**src/rtl/pidc_pkg.sv**
```systemverilog
// ----------------------------------------------------------------------------
// PID controller package
// Shared constants, types and fixed point helpers for the PID controller.
// ----------------------------------------------------------------------------
package pidc_pkg;

   localparam int DATA_W    = 32;
   localparam int FRAC_W    = 16;
   localparam int DT_W      = 16;
   localparam int LIMIT_W   = 31;
   localparam int MODE_W    = 2;
   localparam int INDEX_W   = 3;
   localparam int NUM_MAG_W = 34;
   localparam int DVD_W     = NUM_MAG_W + FRAC_W;

   localparam logic [INDEX_W-1:0] REG_PROP_GAIN   = 3'd0;
   localparam logic [INDEX_W-1:0] REG_INTEG_GAIN  = 3'd1;
   localparam logic [INDEX_W-1:0] REG_DERIV_GAIN  = 3'd2;
   localparam logic [INDEX_W-1:0] REG_OUT_MIN     = 3'd3;
   localparam logic [INDEX_W-1:0] REG_OUT_MAX     = 3'd4;
   localparam logic [INDEX_W-1:0] REG_INTEG_LIMIT = 3'd5;
   localparam logic [INDEX_W-1:0] REG_DERIV_MODE  = 3'd6;

   localparam logic [MODE_W-1:0] MODE_NONE = 2'd0;
   localparam logic [MODE_W-1:0] MODE_ERR  = 2'd1;
   localparam logic [MODE_W-1:0] MODE_BUMP = 2'd2;

   typedef logic signed [DATA_W-1:0] data_type;

   typedef struct packed {
      logic                 start;
      logic                 neg;
      logic [NUM_MAG_W-1:0] num;
      logic [DATA_W-1:0]    den;
   } div_req_type;

   localparam logic signed [63:0] MAX_V = 64'sd2147483647;
   localparam logic signed [63:0] MIN_V = -64'sd2147483648;

   function automatic data_type sat64(input logic signed [63:0] v);
      data_type r;
      if (v > MAX_V) begin
         r = data_type'(MAX_V);
      end else if (v < MIN_V) begin
         r = data_type'(MIN_V);
      end else begin
         r = v[DATA_W-1:0];
      end
      return r;
   endfunction

   // Drops the fraction bits of a product, rounding toward zero, then saturates.
   function automatic data_type mul_shift(input logic signed [63:0] p);
      logic signed [63:0] t;
      t = (p + (p[63] ? 64'sd65535 : 64'sd0)) >>> FRAC_W;
      return sat64(t);
   endfunction

endpackage

```
**src/rtl/pidc_div.sv**
```systemverilog
// ----------------------------------------------------------------------------
// PID controller divider
// Restoring bit-serial divider giving (num * 2^16) / den, truncated toward
// zero and saturated to a signed data word. One quotient bit per cycle.
// ----------------------------------------------------------------------------
module pidc_div (
   input  logic                  clock,
   input  logic                  reset,
   input  pidc_pkg::div_req_type req,
   output logic                  done,
   output pidc_pkg::data_type    quotient
);
   import pidc_pkg::*;

   logic [DATA_W-1:0] rem_ff, rem_in;
   logic [DVD_W-1:0]  dvd_ff, dvd_in;
   logic [DVD_W-1:0]  quo_ff, quo_in;
   logic [DATA_W-1:0] den_ff;
   logic              neg_ff;
   logic [5:0]        cnt_ff, cnt_in;
   logic              run_ff, run_in;
   logic              done_ff, done_in;
   logic [DATA_W:0]   rem_sh;
   logic              fits;

   assign rem_sh = {rem_ff, dvd_ff[DVD_W-1]};
   assign fits   = rem_sh >= {1'b0, den_ff};

   always_comb begin
      rem_in  = rem_ff;
      dvd_in  = dvd_ff;
      quo_in  = quo_ff;
      cnt_in  = cnt_ff;
      run_in  = run_ff;
      done_in = 1'b0;
      if (req.start) begin
         rem_in = '0;
         dvd_in = {req.num, {FRAC_W{1'b0}}};
         quo_in = '0;
         cnt_in = 6'(DVD_W);
         run_in = 1'b1;
      end else if (run_ff) begin
         rem_in = fits ? DATA_W'(rem_sh - {1'b0, den_ff}) : rem_sh[DATA_W-1:0];
         dvd_in = {dvd_ff[DVD_W-2:0], 1'b0};
         quo_in = {quo_ff[DVD_W-2:0], fits};
         cnt_in = cnt_ff - 6'd1;
         if (cnt_ff == 6'd1) begin
            run_in  = 1'b0;
            done_in = 1'b1;
         end
      end
   end

   always_ff @(posedge clock) begin
      if (reset) begin
         run_ff  <= 1'b0;
         done_ff <= 1'b0;
         cnt_ff  <= '0;
      end else begin
         run_ff  <= run_in;
         done_ff <= done_in;
         cnt_ff  <= cnt_in;
      end
      rem_ff <= rem_in;
      dvd_ff <= dvd_in;
      quo_ff <= quo_in;
      if (req.start) begin
         den_ff <= req.den;
         neg_ff <= req.neg;
      end
   end

   always_comb begin
      if (neg_ff) begin
         if (quo_ff > DVD_W'(64'd2147483648)) begin
            quotient = data_type'(MIN_V);
         end else begin
            quotient = data_type'(-quo_ff[DATA_W-1:0]);
         end
      end else if (quo_ff > DVD_W'(64'd2147483647)) begin
         quotient = data_type'(MAX_V);
      end else begin
         quotient = quo_ff[DATA_W-1:0];
      end
   end

   assign done = done_ff;

endmodule

```
**config.mk**
```make
export PLATFORM = sky130hd
export DESIGN_NAME = pidc_div
export DESIGN_NICKNAME = d
export VERILOG_FILES = /design/src/rtl/pidc_pkg.sv /design/src/rtl/pidc_div.sv
export SDC_FILE = /design/constraint.sdc
export NUM_CORES = 1
export LEC_CHECK = 0
export ABC_AREA = 1
export BUFFER_PORTS_ARGS = -buffer_cell sky130_fd_sc_hd__buf_2
export CORE_ASPECT_RATIO = 0.5
export CORE_UTILIZATION = 45
export CTS_CLUSTER_DIAMETER = 100
export DETAILED_ROUTE_END_ITERATION = 8
export PLACE_DENSITY = 0.72
export SYNTH_ARGS = -nofsm -noshare
export SYNTH_HDL_FRONTEND = slang
export SYNTH_SLANG_ARGS = --single-unit
```
**constraint.sdc**
```tcl
create_clock -name clock -period 6.85 [get_ports clock]
set_input_delay 0 -clock clock [delete_from_list [all_inputs] [get_ports clock]]
set_output_delay 0 -clock clock [all_outputs]
set_load 0.01 [all_outputs]
```
# Yosys cells after proc, flatten, opt, wreduce, memory -nomap -nowiden
# Index checks and enable logic that the tools add are counted.
# op_classes
n_lt_le_gt_ge	3
mux	12
bitwise	1
n_addsub	3
eq_ne	1
n_reduce_logical	3
# op_table
op	n
two-way mux 32 bit	4
two-way mux 50 bit	2
> comparator 50 x 31 -> 1 bit, second input constant	1
> comparator 50 x 32 -> 1 bit, second input constant	1
>= comparator 33 x 32 -> 1 bit	1
negator 32 bit	1
subtractor 32 bit	1
two-way mux 6 bit	2
equality test 6 x 1 -> 1 bit, second input constant	1
subtractor 6 x 1 -> 6 bit, second input constant	1
two-way mux 1 bit	4
OR reduction 3 bit	1
nonzero test 2 bit	1
OR reduction 2 bit	1
NOT 1 bit	1
# totals
regBits	157
inputBits	70

# Depth between registers and ports, before layout
# Gate-level depths: netlist of the first run.
# logic_depth
word_depth	4
depth_mapped	17
mapped_depth_nobuf	16

# Worst setup path after synthesis of the first run
# Ideal clock, no wire load.
# synth_timing
kind	reg2reg
start	register run_ff
end	register dvd_ff[16] (enable)
arrival_ns	1.767
slack_ns	4.671
path_stages_with_launch	4
required_time_ns	6.438
path_cell_list	dfxtp_1 nor2_1 clkinv_1 clkbuf_1
# synth_via
elab_chain_len	1
# synth_rtl
item	line_no	rtl
start: declaration	pidc_div.sv:21	logic run_ff, run_in;
start signal: assignment	pidc_div.sv:60	run_ff <= run_in;
nonzero test 2 bit (no line)	n/a	
end signal: assignment	pidc_div.sv:65	dvd_ff <= dvd_in;
end: declaration	pidc_div.sv:16	logic [DVD_W-1:0] dvd_ff, dvd_in;
# No other way between the ends.
# A chain may end at the register's enable or synchronous reset.

# Worst setup path after layout of the first run
# layout_timing
start	register den_ff[11]
end	register rem_ff[31]
# layout_via
elab_chain_len	2
elab_cells_between_ends	3
classes_between	add/sub (1); order compare (1); mux (1)
# layout_rtl
item	line_no	rtl
start: declaration	pidc_div.sv:18	logic [DATA_W-1:0] den_ff;
start signal: assignment	pidc_div.sv:68	den_ff <= req.den;
subtractor 32 bit / >= comparator 33 x 32 -> 1 bit (equally long branches)	pidc_div.sv:43, pidc_div.sv:27	
two-way mux 32 bit (*)	pidc_div.sv:43	rem_in = fits ? DATA_W'(rem_sh - {1'b0, den_ff}) : rem_sh[DATA_W-1:0];
end signal: assignment	pidc_div.sv:64	rem_ff <= rem_in;
end: declaration	pidc_div.sv:15	logic [DATA_W-1:0] rem_ff, rem_in;
# Every way passes the cells marked *; elsewhere a longest branch is shown, timed or not.

==> key figures, run 1 <==
Timing
  • Slew Limit Fails: 0
  • Fmax: slightly above 300 MHz
  • Fin. Hold Viols: 0
  • Period utilization: 0.4838
  • Setup Skew: 20.52 ps
  • Post-layout minimum cycle time: 3314 ps
  • Worst-margin pin slew: about 1000 ps
  • Final setup viols: 0
  • Setup total negative slack: 0 ps
  • RSZ-0062 raised after global routing: false
  • Slew HR: 0.3233

Logic synthesis
  • Synth cell types: 39
  • Synthesis-stage register bit count: around 160
  • Synthesized area per cell: 7.063 um^2
  • Syn nets: 1,477
  • Ys Warns: 0
  • EDFF count, synth: 67
  • Cells after synthesis: 1,371
  • Seq/Total Area, Yosys: 0.3938
  • FFs w/ async S/R, synth: 0
  • Mapped Area: 0.009683 mm^2
  • Main synth FF type: dfxtp_1

Setup path
  • CP startpoint kind: flip-flop
  • R2r setup slk: around 3500 ps
  • Setup crit start: den_ff[11]
  • Worst-path fanout max: 33
  • RR Endpoint: rem_ff[31]
  • WS Path Type: reg -> reg
  • Critical Path RT: 7190 ps
  • Crit path to: rem_ff[31]
  • Crit end category: flip-flop
  • CP arrival: 3650 ps
  • Reg-to-Reg Start: den_ff[11]
  • Worst R2R Path Depth: 16

CTS
  • Root buffer cell: clkbuf_16
  • Num CTS Buffers: 17
  • Clock Tree Buf Depth: 2
  • Clock sink count: 157
  • Reg clk slew, reported paths: 70 ps
  • Worst-Skew Late Latency: 450 ps
  • TritonCTS clock tree: built
  • Postcts setup bufs: 0
  • Htree depth: 4

Flow run
  • Max-cap viol count: 0

Place
  • Buffers added on ports: 102
  • Dpl hpwl: ~18,000 um
  • Placer Congestion: slightly above 0.9
  • Total placed instance area: 0.01036 mm^2
  • DP Cell Count: 1,712

Final layout
  • Commonest non-fill, non-tap cell in the layout: nand2_1
  • Final instance area: approximately 0.012 mm^2
  • Sequential Area: 0.003814 mm^2
  • Area Growth Syn to Fin: 20.03%
  • Non-Filler Instances: 1,812
  • Final core occ: 0.5579
  • Highest-count cells in the layout ignoring fill and taps: nand2_1 (447), inv_1 (222), buf_2 (102), nand3_1 (97), dfxtp_1 (90)
  • Area taken by multi-input logic gates: 0.004771 mm^2
  • Final-layout fill cell count: 1,953
  • Share of post-route cells with drive strength above 1: 0.1254
  • Antenna fix cells: 0
  • Nets: 1,632

Global routing
  • Vias in the first global route: 8,682
  • Grt ovf: 0
  • Largest net degree at the start of global routing: 72
  • GRT Total Usage: 0.2377
  • First-pass GRT wire length: approximately 42,000 um
  • Initial antenna violation count: 0

Outcome
  • Result of the run: completed

Drt
  • WL per Instance: between 10 and 15 um
  • Routed WL: around 25,000 um
  • Initial DRT Pass Iterations: 5
  • DRC: 0
  • DR vias: just over 9k
  • Final antenna-violating net count: 0
  • Initial DRC Count: approximately 700
  • Via density: 5.065

Power
  • Peak VDD IR: around 0.16 mV
  • Static Leakage: 5.987 nW
  • Power Dens Cells: ~190 mW/mm^2

Min path
  • HP Class: in -> reg
  • Hold path startpoint: req[22]

Die
  • DIE AREA: 0.02214 mm^2
  • Die Y: 105.7 um
  • Site row count: 37
  • # IOs: 103
  • Die width: 209.5 um
  • Initial Utilization: 0.4648
  • Core Area: 0.02083 mm^2
-- metal layers --
| layer | track usage | share of wire |
|---|---|---|
| met1 | 0.3121 | 0.47 |
| met2 | 0.3917 | 0.47 |
| met3 | 0.05066 | 0.048 |
| met4 | 0.07456 | 0.015 |
| met5 | 0 | 0 |
-- state kept, by name, indices dropped and copies added, names as in the netlist --
register / count
cnt_ff: 6
den_ff: 32
done: 1
dvd_ff: 34
neg_ff: 1
quo_ff: 50
rem_ff: 32
run_ff: 1
-- worst max-delay path, stage by stage, from the launching register on --
cell and delay [ps]:
edfxtp_1 370, inv_1 80, ha_1 270, nand2_1 160, inv_2 40, nand2_1 50, nand3_1 120, nand2_1 90
nand2_1 70, inv_2 70, nand2_2 60, nand2_2 640, nand2_2 640, nand2_1 330, nand2_1 80, nand2_1 80
nand2_1 50
-- worst min-delay path by stage --
stage	endpoint	slack, ps	cells after the start
6_report	den_ff[22]	250	2
5_1_grt	den_ff[7]	250	2
4_1_cts	den_ff[0]	240	2
3_5_place_dp	den_ff[5]	180	1
3_3_place_gp	den_ff[22]	180	1
2_1_floorplan	run_ff	80	1
-- cell families after synthesis --
group	Yosys count	share of synthesized area
compound gates	156	0.08838
xor+xnor	41	0.03709
fa+ha+maj	36	0.04729
buf+inv	274	0.1137
flops	157	0.3938
simple gates	707	0.3197
-- per-stage QoR --
step / setup WS (ps) / hold slack (ps) / power, mW
finish: 3536 / 253.9 / 2.214
global route: 3150 / 250.5 / 2.296
CTS: 3496 / 240.7 / 2.231
detailed placement: 3525 / 178.1 / 1.249
global placement: 3665 / 176.0 / 1.244
floorplan: 4671 / 78.47 / 1.186
-- cells in the mapped netlist (14+ instances only) --
library cell	n	area (um^2)
a21oi_1	23	115.1
clkbuf_1	25	93.84
dfxtp_1	90	1802
edfxtp_1	67	2012
ha_1	35	437.9
inv_1	222	833.3
nand2_1	447	1678
nand3_1	97	485.5
nand4_1	20	125.1
nor2_1	74	277.8
nor3_1	14	70.07
o21ai_0	55	275.3
o21ai_1	24	120.1
o22ai_1	49	306.5
xor2_1	28	245.2
-- power breakdown --
part           internal, mW  switching, mW
logic                0.0893          0.136
clock network         0.551          0.401
registers              1.02         0.0146
total                  1.66          0.552
-- what timing repair did --
| action | CTS | global route |
|---|---|---|
| hold buffers | 68 | 0 |
| endpoints found under the hold margin | 75 | 0 |
| resized for setup | 0 | 0 |
-- cell type report --
class / count / share of cell area
clock buffers: 21 / 0.03876
clock inverters: 11 / 0.01130
inverters: 234 / 0.07557
multi-input cells: 940 / 0.4105
flip-flops and latches: 157 / 0.3281
well taps: 273 / 0.02939
repair buffers: 176 / 0.1064
Power figures use the tool's default switching activity.
==> run 2, diff against run 1 <==
- PLACE_DENSITY: 0.72 -> 0.74
- clock period: 6.85 -> 2.8 ns (I/O delays scaled with it)
==> key figures, run 2 (same netlist as run 1, synthesis figures left out) <==
Outcome
  • Result of the run: completed

Drt
  • Initial DRC Count: 731
  • Initial DRT Pass Iterations: 5
  • DR vias: 9,211
  • Via density: 5.064
  • Routed WL: around 26,000 um
  • WL per Instance: between 10 and 15 um
  • Final antenna-violating net count: 0
  • DRC: 0

Setup path
  • CP startpoint kind: flip-flop
  • Worst path cell trace: inv_1 -> ha_1 -> nand3_2 -> nor2_2 -> nand2_1 -> nor2_1 -> nand2_1 -> nand2_2 -> nand2_4 -> o21ai_0 -> buf_2
  • Cell mode on critical path: nand2_1
  • WS Path Type: reg -> out
  • CP max stage cell: dfxtp_1
  • Critical Path RT: 2800 ps
  • CP arrival: 2660 ps
  • Setup crit start: quo_ff[0]
  • Worst path max stage delay: 330 ps
  • Worst-path fanout max: 28
  • Reg-to-Reg Start: rem_ff[27]
  • Crit end category: primary output

Final layout
  • Share of post-route cells with drive strength above 1: 0.1294
  • Area Growth Syn to Fin: 20.70%
  • Highest-count cells in the layout ignoring fill and taps: nand2_1 (447), inv_1 (222), buf_2 (102), nand3_1 (97), dfxtp_1 (90)
  • Commonest non-fill, non-tap cell in the layout: nand2_1
  • Final-layout fill cell count: 2,025
  • Antenna fix cells: 0
  • Biggest register: quo_ff
  • Nets: between 1.5k and 2k
  • Non-Filler Instances: roughly 1.8k
  • Max reg flops: 50
  • Final core occ: 0.5610
  • Largest registers: quo_ff: 50 flops, dvd_ff: 34 flops

Timing
  • Setup total negative slack: 0 ps
  • Setup Skew: between 10 and 15 ps
  • Fin. Hold Viols: 0
  • Slew Limit Fails: 0
  • Period utilization: 0.9510
  • Fmax: 375.6 MHz
  • Post-layout minimum cycle time: between 2000 and 3000 ps
  • Final setup viols: 0
  • Slew HR: 0.4827
  • Worst-margin pin slew: 775.2 ps
  • RSZ-0062 raised after global routing: false

Die
  • Die width: 209.5 um
  • Die Y: 105.7 um
  • Site row count: 37
  • Core Area: 0.02083 mm^2
  • DIE AREA: 0.02214 mm^2
  • Initial Utilization: 0.4648
  • # IOs: 103

CTS
  • TritonCTS clock tree: built
  • Num CTS Buffers: 17
  • Postcts setup bufs: 0
  • Clock Tree Buf Depth: 2
  • Htree depth: 4
  • Worst-Skew Late Latency: 440 ps
  • Clock sink count: about 160
  • Reg clk slew, reported paths: 70 ps
  • Root buffer cell: clkbuf_16

Global routing
  • Largest net degree at the start of global routing: 62
  • Grt ovf: 0
  • Vias in the first global route: 8,979
  • GRT Total Usage: 0.2478
  • First-pass GRT wire length: 43,700 um
  • Initial antenna violation count: 0

Min path
  • Hold path startpoint: req[67]
  • HP Class: in -> reg

Place
  • Buffers added on ports: 102
  • Placer Congestion: 0.9846
  • Dpl hpwl: approximately 19,000 um
  • DP Cell Count: roughly 1.7k

Power
  • Overall power: roughly 5.4 mW
  • Static Leakage: 6.013 nW
  • Power Dens Cells: between 400 and 500 mW/mm^2
  • Peak VDD IR: 0.3568 mV

Flow run
  • Max-cap viol count: 0
run 2: cell types whose count changed in the layout (fill, tap and decap cells not counted):
| cell | delta |
|---|---|
| buf_4 | +5 |
| buf_12 | +2 |
| clkbuf_1 | -2 |
| clkinv_1 | +2 |
| clkinvlp_4 | +2 |
| inv_8 | +2 |
| o21ai_0 | -2 |
| o21ai_1 | +2 |
| bufinv_16 | -1 |
| clkbuf_8 | -1 |
| clkinv_2 | -1 |
| clkinv_4 | -1 |
| clkinv_8 | +1 |
| inv_6 | -1 |
run 2: what timing repair did:
item / 4_1_cts / 5_1_grt
hold endpoints to repair: 75 / 0
gates resized for setup: 0 / 2
hold buffers: 68 / 0
endpoints found under the setup margin: 0 / 2
run 2: per-stage QoR:
step / hold slack (ps) / setup slack [ps] / cell area (um^2)
4_1_cts: 138.9 / 93.96 / 11690
3_3_place_gp: 176.2 / 414.6 / 10440
2_1_floorplan: 78.47 / 621.1 / 9683
3_5_place_dp: 178.1 / 420.1 / 10440
5_1_grt: 163.6 / 0.6233 / 11690
6_report: 133.8 / 137.3 / 11690
run 2: routing by layer:
layer  wire length [um]  GRT usage  up-vias
met5                  0          0        -
met2              12190     0.4131      219
met1              12420     0.3303     4266
met4                412    0.07821        0
li1                   -          -     4697
met3               1173    0.03903       29
run 2: critical path, delay by kind of cell (launching register included):
kind | cells | cell delay, ps
and+or+nand+nor | 7 | 1040
AOI/OAI and AO/OA | 1 | 320
buffers and inverters | 2 | 310
adders and majority gates | 1 | 210
DFF | 1 | 330
run 2: cell type report:
class	instances	area (um^2)	area share
Sequential cell	157	3814	0.3263
Tap cell	273	341.6	0.02923
Timing Repair Buffer	183	1314	0.1124
Multi-Input combinational cell	940	4771	0.4082
Clock inverter	14	140.1	0.01199
Inverter	234	878.3	0.07515
Clock buffer	18	429.2	0.03672
run 2: final timing paths:
| check | end | slack (ps) | cells after the start |
|---|---|---|---|
| setup / recovery | quotient[3] | 140 | 11 |
| hold / removal | den_ff[30] | 130 | 1 |
| setup reg to reg | rem_ff[29] | 290 | 12 |
| hold reg to reg | rem_ff[13] | 470 | 2 |
run 2: where the power goes:
group          total, mW  internal (mW)  switching [mW]
logic              0.556          0.223           0.333
clock network       2.26           1.24            1.02
registers           2.54           2.50          0.0350
